**config.mk**
```make
export PLATFORM = sky130hd
export DESIGN_NAME = tcgr_ctrl
export DESIGN_NICKNAME = d
export VERILOG_FILES = /design/src/rtl/tcgr_pkg.sv /design/src/rtl/tcgr_ctrl.sv
export SDC_FILE = /design/constraint.sdc
export NUM_CORES = 1
export LEC_CHECK = 0
export ABC_AREA = 1
export BUFFER_PORTS_ARGS = -buffer_cell sky130_fd_sc_hd__buf_2
export CORE_AREA = 2 2 39 41
export CTS_CLUSTER_SIZE = 28
export DETAILED_ROUTE_END_ITERATION = 10
export DIE_AREA = 0 0 41 43
export PLACE_DENSITY = 0.6
export SETUP_SLACK_MARGIN = 0.3
export SLEW_MARGIN = 20
export SYNTH_ARGS = -nofsm -noshare
export SYNTH_HDL_FRONTEND = slang
export SYNTH_SLANG_ARGS = --single-unit
```
**constraint.sdc**
```tcl
create_clock -name clk -period 2.9 [get_ports clk]
set_clock_uncertainty 0.05 [all_clocks]
set_input_delay 0.145 -clock clk [delete_from_list [all_inputs] [get_ports clk]]
set_output_delay 0.145 -clock clk [all_outputs]
set_load 0.005 [all_outputs]
```
**src/rtl/tcgr_pkg.sv**
```systemverilog
// ----------------------------------------------------------------------------
// tcgr_pkg: shared types and constants of the text console glyph renderer
// Field widths, register indexes, command codes, clamp helpers and the
// command/status bundles between controller and datapath.
// ----------------------------------------------------------------------------
package tcgr_pkg;

  localparam int SIDE_W     = 13;
  localparam int CODE_W     = 8;
  localparam int LROW_W     = 5;
  localparam int BITS_W     = 8;
  localparam int OFF_W      = 24;
  localparam int LINES_W    = 6;
  localparam int GW_W       = 4;
  localparam int GH_W       = 6;
  localparam int X_W        = 13;
  localparam int Y_W        = 12;
  localparam int ROW_CNT_W  = 6;
  localparam int CFG_IDX_W  = 2;
  localparam int CFG_DATA_W = 13;

  localparam int DEF_GLYPH_COUNT     = 256;
  localparam int DEF_MAX_GLYPH_ROWS  = 32;
  localparam int DEF_MAX_SCREEN_SIDE = 4096;

  localparam int GW_MAX   = 8;
  localparam int GH_MAX   = 32;
  localparam int LINE_GAP = 0;

  localparam logic [SIDE_W-1:0] RST_SCREEN_WIDTH  = 13'd640;
  localparam logic [SIDE_W-1:0] RST_SCREEN_HEIGHT = 13'd480;
  localparam logic [GW_W-1:0]   RST_GLYPH_WIDTH   = 4'd8;
  localparam logic [GH_W-1:0]   RST_GLYPH_HEIGHT  = 6'd16;

  localparam logic [CODE_W-1:0] NEWLINE_CODE = 8'd10;

  localparam logic CMD_PUT  = 1'b0;
  localparam logic CMD_LOAD = 1'b1;

  localparam logic KIND_ROW    = 1'b0;
  localparam logic KIND_SCROLL = 1'b1;

  localparam logic [CFG_IDX_W-1:0] REG_SCREEN_WIDTH  = 2'd0;
  localparam logic [CFG_IDX_W-1:0] REG_SCREEN_HEIGHT = 2'd1;
  localparam logic [CFG_IDX_W-1:0] REG_GLYPH_WIDTH   = 2'd2;
  localparam logic [CFG_IDX_W-1:0] REG_GLYPH_HEIGHT  = 2'd3;

  typedef struct packed {
    logic take;          // latch the accepted item
    logic newline_step;  // x to zero, y down one line unless a scroll is due
    logic emit_scroll;   // load a scroll request into the output register
    logic scroll_last;   // last flag of that scroll request
    logic mul;           // form width*y
    logic add;           // form row start offset, fetch row 0
    logic emit_row;      // load one glyph row write, fetch the next row
  } tcgr_cmd_t;

  typedef struct packed {
    logic is_load;
    logic is_newline;
    logic need_wrap;
    logic need_scroll;
    logic slot_free;
    logic last_row;
  } tcgr_stat_t;

  // zero reads as one, values above hi saturate
  function automatic logic [SIDE_W-1:0] clamp_side(input logic [SIDE_W-1:0] v,
                                                   input logic [SIDE_W-1:0] hi);
    logic [SIDE_W-1:0] r;
    if (v == '0) r = SIDE_W'(1);
    else if (v > hi) r = hi;
    else r = v;
    return r;
  endfunction

  function automatic logic [GW_W-1:0] clamp_gw(input logic [GW_W-1:0] v);
    logic [GW_W-1:0] r;
    if (v == '0) r = GW_W'(1);
    else if (v > GW_W'(GW_MAX)) r = GW_W'(GW_MAX);
    else r = v;
    return r;
  endfunction

  function automatic logic [GH_W-1:0] clamp_gh(input logic [GH_W-1:0] v);
    logic [GH_W-1:0] r;
    if (v == '0) r = GH_W'(1);
    else if (v > GH_W'(GH_MAX)) r = GH_W'(GH_MAX);
    else r = v;
    return r;
  endfunction

  function automatic logic [BITS_W-1:0] row_mask(input logic [GW_W-1:0] gw);
    logic [BITS_W:0] m;
    m = ((BITS_W+1)'(1) << gw) - (BITS_W+1)'(1);
    return m[BITS_W-1:0];
  endfunction

endpackage

```
**src/rtl/tcgr_ctrl.sv**
```systemverilog
// ----------------------------------------------------------------------------
// tcgr_ctrl: sequencing state machine of the glyph renderer
// Accepts one item at a time, orders scroll request, offset setup and the
// per-row emission, and waits on the output register when it is full.
// ----------------------------------------------------------------------------
module tcgr_ctrl
  import tcgr_pkg::*;
(
  input  logic       clk,
  input  logic       rst_n,
  input  logic       in_valid,
  output logic       in_ready,
  input  tcgr_stat_t stat,
  output tcgr_cmd_t  cmd
);

  localparam logic [2:0] ST_IDLE   = 3'd0;
  localparam logic [2:0] ST_SCROLL = 3'd1;
  localparam logic [2:0] ST_MUL    = 3'd2;
  localparam logic [2:0] ST_ADD    = 3'd3;
  localparam logic [2:0] ST_ROWS   = 3'd4;

  logic [2:0] state_r, state_nxt;
  logic       last_r, last_nxt;

  always_comb begin
    state_nxt = state_r;
    last_nxt  = last_r;
    in_ready  = 1'b0;
    cmd       = '0;
    unique case (state_r)
      ST_IDLE: begin
        in_ready = 1'b1;
        if (in_valid) begin
          cmd.take = 1'b1;
          priority if (stat.is_load) begin
            state_nxt = ST_IDLE;
          end else if (stat.is_newline) begin
            cmd.newline_step = 1'b1;
            if (stat.need_scroll) begin
              state_nxt = ST_SCROLL;
              last_nxt  = 1'b1;
            end
          end else if (stat.need_wrap) begin
            cmd.newline_step = 1'b1;
            if (stat.need_scroll) begin
              state_nxt = ST_SCROLL;
              last_nxt  = 1'b0;
            end else begin
              state_nxt = ST_MUL;
            end
          end else begin
            state_nxt = ST_MUL;
          end
        end
      end
      ST_SCROLL: begin
        if (stat.slot_free) begin
          cmd.emit_scroll = 1'b1;
          cmd.scroll_last = last_r;
          state_nxt       = last_r ? ST_IDLE : ST_MUL;
        end
      end
      ST_MUL: begin
        cmd.mul   = 1'b1;
        state_nxt = ST_ADD;
      end
      ST_ADD: begin
        cmd.add   = 1'b1;
        state_nxt = ST_ROWS;
      end
      ST_ROWS: begin
        if (stat.slot_free) begin
          cmd.emit_row = 1'b1;
          if (stat.last_row) begin
            state_nxt = ST_IDLE;
          end
        end
      end
      default: state_nxt = ST_IDLE;
    endcase
  end

  always_ff @(posedge clk) begin
    if (!rst_n) begin
      state_r <= ST_IDLE;
      last_r  <= 1'b0;
    end else begin
      state_r <= state_nxt;
      last_r  <= last_nxt;
    end
  end

  a_rows_end_idle: assert property (@(posedge clk) disable iff (!rst_n)
    (state_r == ST_ROWS && stat.slot_free && stat.last_row) |=> (state_r == ST_IDLE))
    else $error("row sequence did not return to idle after the last row");

  a_wrap_scroll_draws: assert property (@(posedge clk) disable iff (!rst_n)
    (state_r == ST_SCROLL && stat.slot_free && !last_r) |=> (state_r == ST_MUL))
    else $error("wrap scroll was not followed by the glyph rows");

  a_no_accept_on_emit: assert property (@(posedge clk) disable iff (!rst_n)
    in_ready |-> !(cmd.emit_row || cmd.emit_scroll))
    else $error("item accepted while a result is being loaded");

  a_plain_put_draws: assert property (@(posedge clk) disable iff (!rst_n)
    (in_valid && in_ready && !stat.is_load && !stat.is_newline && !stat.need_wrap)
      |=> (state_r == ST_MUL))
    else $error("plain character did not start the row sequence");

endmodule

```
### Word-level counts from Yosys, hierarchy flattened

Index checks and enable logic that the tools add are counted.

| operators by class | value |
|---|---|
| reductions and logical operators | 4 |
| bitwise gates (word level) | 1 |
| mux-type cells | 27 |
| eq/ne operators | 11 |

Operator list:

| operator | number |
|---|---|
| 3-bit 2-to-1 mux | 7 |
| 3-bit case mux with 5 select lines | 1 |
| 2-bit 2-to-1 mux | 7 |
| 1-bit 2-to-1 mux | 12 |
| 2-bit inequality test (second input constant) | 6 |
| 3-bit by 2-bit equality test with 1-bit output (second input constant) | 2 |
| 6-bit AND reduction | 1 |
| 5-bit AND reduction | 1 |
| 4-bit inequality test (second input constant) | 1 |
| 3-bit by 1-bit equality test with 1-bit output (second input constant) | 1 |
| 3-bit equality test (second input constant) | 1 |
| 3-bit logical NOT | 1 |
| 2-bit nonzero test | 1 |
| 1-bit inverter | 1 |

| word-level totals | value |
|---|---|
| input port bits | 9 |
| register bits | 4 |

### Depth between registers and ports, before layout

Gate-level depths: netlist of run 1.

| depth | value |
|---|---|
| word-level depth | 6 |
| mapped depth | 8 |
| mapped depth without buffers | 8 |

### Least setup slack after synthesis of run 1

No wires, ideal clock.

| path | value |
|---|---|
| path kind | reg2reg |
| start point | reg state_r[0] |
| end point | reg last_r |
| buffers on the path | 0 |
| stages on the path, launching flop included | 9 |
| clock period less this slack | 1,089 ps |
| setup slack | 1,811 ps |
| library setup time | 114 ps |
| arrival time | 926 ps |
| cells stage by stage | dfxtp_1 > nor2_4 > nand2_2 > inv_2 > nand2_2 > nor2_4 > nand2_1 > nand2_1 > a21oi_2 |

| between the ends | value |
|---|---|
| cells in the longest elaborated chain, start to end | 2 |

RTL lines:

| element | RTL line | RTL |
|---|---|---|
| start, declared | tcgr_ctrl.sv:23 | `logic [2:0] state_r, state_nxt;` |
| start signal, assigned | tcgr_ctrl.sv:89 | `state_r <= state_nxt;` |
| 3-bit logical NOT | tcgr_ctrl.sv:31 | `unique case (state_r)` |
| 6-bit AND reduction (no line) | n/a |  |
| end signal, assigned | tcgr_ctrl.sv:90 | `last_r <= last_nxt;` |
| end, declared | tcgr_ctrl.sv:24 | `logic last_r, last_nxt;` |

Every way passes these cells.
A chain may end at the register's enable or synchronous reset.

==> flow_summary.rst, run 1 <==
.. list-table::
   :header-rows: 1

   * - Metric
     - Value
   * - Slowest cell delay on critical path
     - 0.33 ns
   * - Post-Synthesis Net Count
     - 64
   * - Antenna viol nets, final
     - 0
   * - Average cell area after synthesis
     - 6.05 um2
   * - Met1 track demand over resource in global routing
     - 11.9%
   * - Starting density of the core
     - 24.1%
   * - Final setup vio count
     - 0
   * - Final Critical Period
     - 1.35 ns
   * - Distinct cells, synth
     - 16
   * - Maximum buffer depth of the clock tree
     - 2
   * - Wire length of the first global-routing pass
     - 1300 um
   * - Synth-to-layout area growth
     - 36.8%
   * - Family with the most delay on the worst path
     - simple AND/OR/NAND/NOR gates
   * - Slew Viols, Final
     - 0
   * - Drt total wl
     - 733 um
   * - Cell type with the largest total area after synthesis
     - dfxtp_1
   * - Global-route met3 utilization
     - 3.66%
   * - Summed instance area of the synthesized netlist
     - 333 um2
   * - Root Driver
     - clkbuf_4
   * - Routing usage on met2
     - 17.2%
   * - Number of hold violations in the final report
     - 0
   * - Outcome
     - finished, final reports clean
   * - Die outline area
     - 1760 um2
   * - Fraction of the yosys area taken by sequential cells
     - 24.1%
   * - Chain of cells forming the critical path
     - nor2_4 > nand2_2 > inv_2 > nand2_2 > nor2_4 > buf_2
   * - Standard cell with the maximum stage delay on the critical path
     - dfxtp_1
   * - Crit path launch type
     - register
   * - Fraction of final layout cells with drive strength greater than 1
     - 36.5%
   * - Inserted Diodes
     - 0
   * - Number of buffer and inverter stages on the critical path
     - 2
   * - TritonCTS clock tree
     - done
   * - Unrepaired setup endpoints after global routing
     - false
   * - Final HPWL from detailed placement
     - 672 um
   * - Critical path capture point type
     - output pin
   * - Maxcap violations
     - 0
   * - Number of input and output port buffers inserted
     - 16
   * - Path type of the worst min-delay path
     - input pin to register
   * - Die W
     - 41 um
   * - DRC violations left
     - 0
   * - Biggest area contributors in the synthesized netlist
     - dfxtp_1 24%, inv_1 15%, nand2_1 10%, nor2_1 7.9%, nand3_1 7.5%
   * - Power per unit of standard cell area
     - 569 nW/um2
   * - Number of buffers inserted for hold repair after clock tree synthesis
     - 0
   * - Drt first pass iters
     - 3
   * - Vias in the first global route
     - 365
   * - Cts bufs inserted
     - 3
   * - Chip height
     - 43 um
   * - Row cnt
     - 14
   * - Maximum number of pins on one net before global-route repair
     - 6
   * - Clock transition at path regs
     - 0.03 ns
   * - GR Overflow Total
     - 0
   * - Vias post-DR
     - 387
   * - Routability cong.
     - 0.750
   * - Proportion of netlist area held by the largest area contributor
     - 24.1%
   * - Total leakage power
     - 0.255 nW
   * - Critical path fanouts, max
     - 5
   * - Worst endpoint required time
     - 2.71 ns
   * - Number of I/O pins
     - 17
   * - Accumulated negative setup slack
     - 0 ns
   * - Relative slew slack
     - 78.9%
   * - Antenna violations before repair
     - 0
   * - Number of clock sinks seen by CTS
     - 4
   * - Actual slew at the worst max-slew pin
     - 0.313 ns
   * - Flip-flop and latch count after synthesis
     - 4
   * - Max Clk Rate
     - 741 MHz
   * - Setup fix buffers added after clock tree synthesis
     - 0
   * - Post-synthesis cell count
     - 55
   * - Leading cell types in the layout, fill and taps excluded
     - 16 x buf_2, 13 x inv_1, 9 x nand2_1, 7 x nor2_1, 5 x nand3_1
   * - Layout Nets
     - 85
   * - Number of H-tree levels
     - 1
   * - Crit Path Category
     - register to output pin
   * - Share of the core filled with cells in the final layout
     - 32.9%
   * - Vias per cell
     - 4.30
   * - Aggregate global-route resource usage
     - 10.8%
   * - Initial drt markers
     - 3
   * - Resized Gates After CTS
     - 0
   * - Commonest non-fill, non-tap cell in the layout
     - buf_2
   * - Core outline area
     - 1380 um2
   * - Largest vdd supply drop
     - 0.235 mV
   * - GRT Max-Usage Layer
     - met2
   * - Clock latency on the worst-skew pair
     - 0.23 ns
   * - Synth warnings
     - 0
   * - Per-cell routed wire length
     - 8.14 um
   * - Final period utilization
     - 46.6%
   * - Crit path DAT
     - 1.16 ns
-- where the power goes --
group	internal, mW	switching [mW]
logic	0.0493	0.0714
registers	0.0636	0.00963
clock network	0.0460	0.0191
-- worst reg2reg max path, delay by kind of cell, from the launching register on --
| family | cells | cell delay, ns |
|---|---|---|
| AND/OR/NAND/NOR | 5 | 0.47 |
| flip-flops | 1 | 0.33 |
| AO/OA/AOI/OAI | 1 | 0.17 |
| buffers and inverters | 1 | 0.07 |
-- flip-flops by register name (all words and copies together), names as in the netlist --
| signal | count |
|---|---|
| last_r | 1 |
| state_r | 3 |
-- through the flow --
| stage | power [mW] | hold WS (ns) | std cells | area, um2 | setup WS [ns] |
|---|---|---|---|---|---|
| finish | 0.259 | 0.108 | 90 | 455 | 1.55 |
| global route | 0.287 | 0.114 | 90 | 455 | 1.42 |
| CTS | 0.267 | 0.101 | 90 | 455 | 1.53 |
| detailed placement | 0.197 | 0.342 | 87 | 433 | 1.74 |
| global placement | 0.197 | 0.340 | 87 | 433 | 1.71 |
| floorplan | 0.160 | 0.213 | 55 | 333 | 1.81 |
-- area by class of cell --
| class | count | area, um2 |
|---|---|---|
| inverter | 14 | 52.6 |
| timing repair buffer | 16 | 80.1 |
| fill | 161 | 928 |
| multi-input combinational | 37 | 200 |
| clock buffer | 3 | 22.5 |
| sequential | 4 | 80.1 |
| tap | 16 | 20.0 |
-- metal layers --
metal,wire length [um],vias up
li1,-,212
met1,302,169
met2,388,6
met3,42,0
met4,0,0
met5,0,-
-- final timing paths --
kind	from	endpoint	slack, ns	cells after the start
max	state_r[0]$_SDFFE_PN0P_	cmd[5]	1.55	6
min	rst_n	state_r[2]$_SDFFE_PN0P_	0.11	2
max reg2reg	state_r[0]$_SDFFE_PN0P_	state_r[0]$_SDFFE_PN0P_	1.74	7
min reg2reg	last_r$_SDFFE_PN0P_	last_r$_SDFFE_PN0P_	0.44	2
-- kinds of logic (layout without fill, tap and decap cells) --
family / count (synthesis) / in the layout / share of synthesized area (%)
DFF: 4 / 4 / 24.1
AOI/OAI and AO/OA: 7 / 7 / 13.2
and+or+nand+nor: 30 / 30 / 47.0
buffers and inverters: 14 / 33 / 15.8
-- synthesized netlist by cell type --
cell	n
nand2_1	9
o211ai_1	1
nand2_2	2
nand4_1	1
nor2_4	2
nand3_2	2
nor3_1	2
o21a_1	1
dfxtp_1	4
a21oi_1	2
inv_1	13
nand3_1	5
nor2_1	7
a21oi_2	1
inv_2	1
o21ai_0	2
(Power assumes the default switching activity.)
==> inputs of run 2 (changes only) <==
--- a/config.mk
+++ b/config.mk
@@ -11,7 +11,7 @@
 export CTS_CLUSTER_SIZE = 28
 export DETAILED_ROUTE_END_ITERATION = 10
 export DIE_AREA = 0 0 41 43
-export PLACE_DENSITY = 0.6
+export PLACE_DENSITY = 0.62
 export SETUP_SLACK_MARGIN = 0.3
 export SLEW_MARGIN = 20
 export SYNTH_ARGS = -nofsm -noshare
==> constraint.sdc (replaced) <==
create_clock -name clk -period 1.2 [get_ports clk]
set_clock_uncertainty 0.05 [all_clocks]
set_input_delay 0.06 -clock clk [delete_from_list [all_inputs] [get_ports clk]]
set_output_delay 0.06 -clock clk [all_outputs]
set_load 0.005 [all_outputs]
==> flow_summary.rst, run 2 (synthesized netlist as in run 1, its figures left out) <==
.. list-table::
   :header-rows: 1

   * - Metric
     - Value
   * - Vias post-DR
     - 431
   * - Crit path launch type
     - register
   * - GR Overflow Total
     - 0
   * - Startpoint of the lowest-slack register-to-register path
     - state_r[0]$_SDFFE_PN0P_
   * - Total leakage power
     - 0.318 nW
   * - Drt total wl
     - 867 um
   * - Vias in the first global route
     - 409
   * - Number of clock sinks seen by CTS
     - 4
   * - Non-Filler Cell Area, Final
     - 599 um2
   * - Vias per cell
     - 4.31
   * - Violated checks
     - negative setup slack
   * - Clock transition at path regs
     - 0.03 ns
   * - Worst setup path startpoint
     - state_r[0]$_SDFFE_PN0P_
   * - Area of placed instances
     - 447 um2
   * - Largest registers
     - state_r x3, last_r x1
   * - Maxcap violations
     - 0
   * - Share of the core filled with cells in the final layout
     - 43.3%
   * - Final period utilization
     - 101%
   * - Wire length of the first global-routing pass
     - 1410 um
   * - Worst Min Path Start
     - rst_n
   * - Leading cell types in the layout, fill and taps excluded
     - 15 x buf_2, 10 x inv_1, 8 x nand2_1, 7 x nor2_1, 7 x buf_4
   * - DRC violations left
     - 0
   * - Chip height
     - 43 um
   * - Number of input and output port buffers inserted
     - 16
   * - Hold slack
     - 0.0156 ns
   * - Number of hold violations in the final report
     - 0
   * - Critical path capture point type
     - output pin
   * - Die W
     - 41 um
   * - Max Clk Rate
     - 825 MHz
   * - Number of buffers inserted for hold repair after clock tree synthesis
     - 0
   * - Crit Path Category
     - register to output pin
   * - Initial drt markers
     - 3
   * - Inserted Diodes
     - 0
   * - Routability cong.
     - 0.679
   * - Final HPWL from detailed placement
     - 644 um
   * - Antenna violations before repair
     - 0
   * - Actual slew at the worst max-slew pin
     - 0.320 ns
   * - Synth-to-layout area growth
     - 80.1%
   * - Slew Viols, Final
     - 0
   * - Die outline area
     - 1760 um2
   * - Starting density of the core
     - 24.1%
   * - Root Driver
     - clkbuf_4
   * - Commonest non-fill, non-tap cell in the layout
     - buf_2
   * - Outcome
     - finished with violations
   * - Per-cell routed wire length
     - 8.67 um
   * - Cts bufs inserted
     - 3
   * - Relative slew slack
     - 78.5%
   * - Core outline area
     - 1380 um2
   * - Setup Slack @ Placement
     - 0.0510 ns
   * - Layout Nets
     - 95
   * - TritonCTS clock tree
     - done
   * - Path type of the worst min-delay path
     - input pin to register
   * - Number of I/O pins
     - 17
   * - Largest vdd supply drop
     - 0.562 mV
   * - Crit path DAT
     - 1.10 ns
   * - Clock latency on the worst-skew pair
     - 0.23 ns
   * - Max reg flops
     - 3
   * - Count of placed standard cells including taps
     - 88
   * - Final setup slack of the worst path
     - -0.0122 ns
   * - Aggregate global-route resource usage
     - 11.5%
   * - Row cnt
     - 14
   * - Most flops, register
     - state_r
   * - Number of H-tree levels
     - 1
   * - Power per unit of standard cell area
     - 1430 nW/um2
   * - Final Critical Period
     - 1.21 ns
   * - Final cell count without fillers
     - 100
   * - Drt first pass iters
     - 4
   * - Maximum number of pins on one net before global-route repair
     - 5
   * - Unrepaired setup endpoints after global routing
     - true
   * - Critical path fanouts, max
     - 3
   * - Fraction of final layout cells with drive strength greater than 1
     - 58.3%
   * - Final setup vio count
     - 2
   * - Antenna viol nets, final
     - 0
   * - Worst endpoint required time
     - 1.09 ns
   * - Maximum buffer depth of the clock tree
     - 2
## run 2: cell types whose count changed in the layout (fill, tap and decap cells not counted), moves of 2 or more
cell | before | now
buf_4 | 0 | 7
buf_6 | 0 | 4
dfxtp_1 | 4 | 1
inv_1 | 13 | 10
dfxtp_4 | 0 | 2
inv_4 | 0 | 2
nand3_1 | 5 | 3
nand3_2 | 2 | 4
nor3_1 | 2 | 0
## run 2: per-stage QoR
| stage | power [mW] | setup TNS (ns) |
|---|---|---|
| after floorplan | 0.391 | 0 |
| final | 0.858 | -0.0133 |
| after CTS | 0.845 | -0.0317 |
| after global placement | 0.493 | 0 |
| after global routing | 0.933 | -0.509 |
| after detailed placement | 0.495 | 0 |
## run 2: worst max-delay path, cell delays in order (launching register included)
cell,delay [ns]
dfxtp_4,0.35
nor2_4,0.13
nand2_2,0.07
inv_2,0.08
nand2_4,0.05
nor2_4,0.08
buf_2,0.11
## run 2: path summary, 6_finish.rpt
check / endpoint / slack (ns) / cells past startpoint
setup reg to reg: last_r$_SDFFE_PN0P_ / 0.01 / 9
hold reg to reg: last_r$_SDFFE_PN0P_ / 0.44 / 2
setup / recovery: cmd[5] / -0.01 / 6
hold / removal: state_r[2]$_SDFFE_PN0P_ / 0.02 / 2
## run 2: per-layer routing
| metal | track usage (%) | vias to the layer above | routed length, um |
|---|---|---|---|
| met4 | 4.00 | 0 | 0 |
| met2 | 18.8 | 8 | 453 |
| met5 | 0 | - | 0 |
| met3 | 4.71 | 0 | 39 |
| met1 | 12.9 | 194 | 373 |
| li1 | - | 229 | - |
## run 2: layout make-up
class	count	area [um2]
fill	141	785
multi-input combinational	37	238
timing repair buffer	26	173
sequential	4	88.8
inverter	14	57.6
clock buffer	3	22.5
tap	16	20.0
## run 2: repair_timing
item	in CTS	in global routing
setup endpoints to repair	12	12
pin swaps	3	4
gates resized for setup	15	4
setup buffers	9	0
## run 2: report_power, final
part	switching (mW)	internal [mW]
sequential	0.0306	0.162
clock	0.0476	0.111
combinational	0.236	0.270
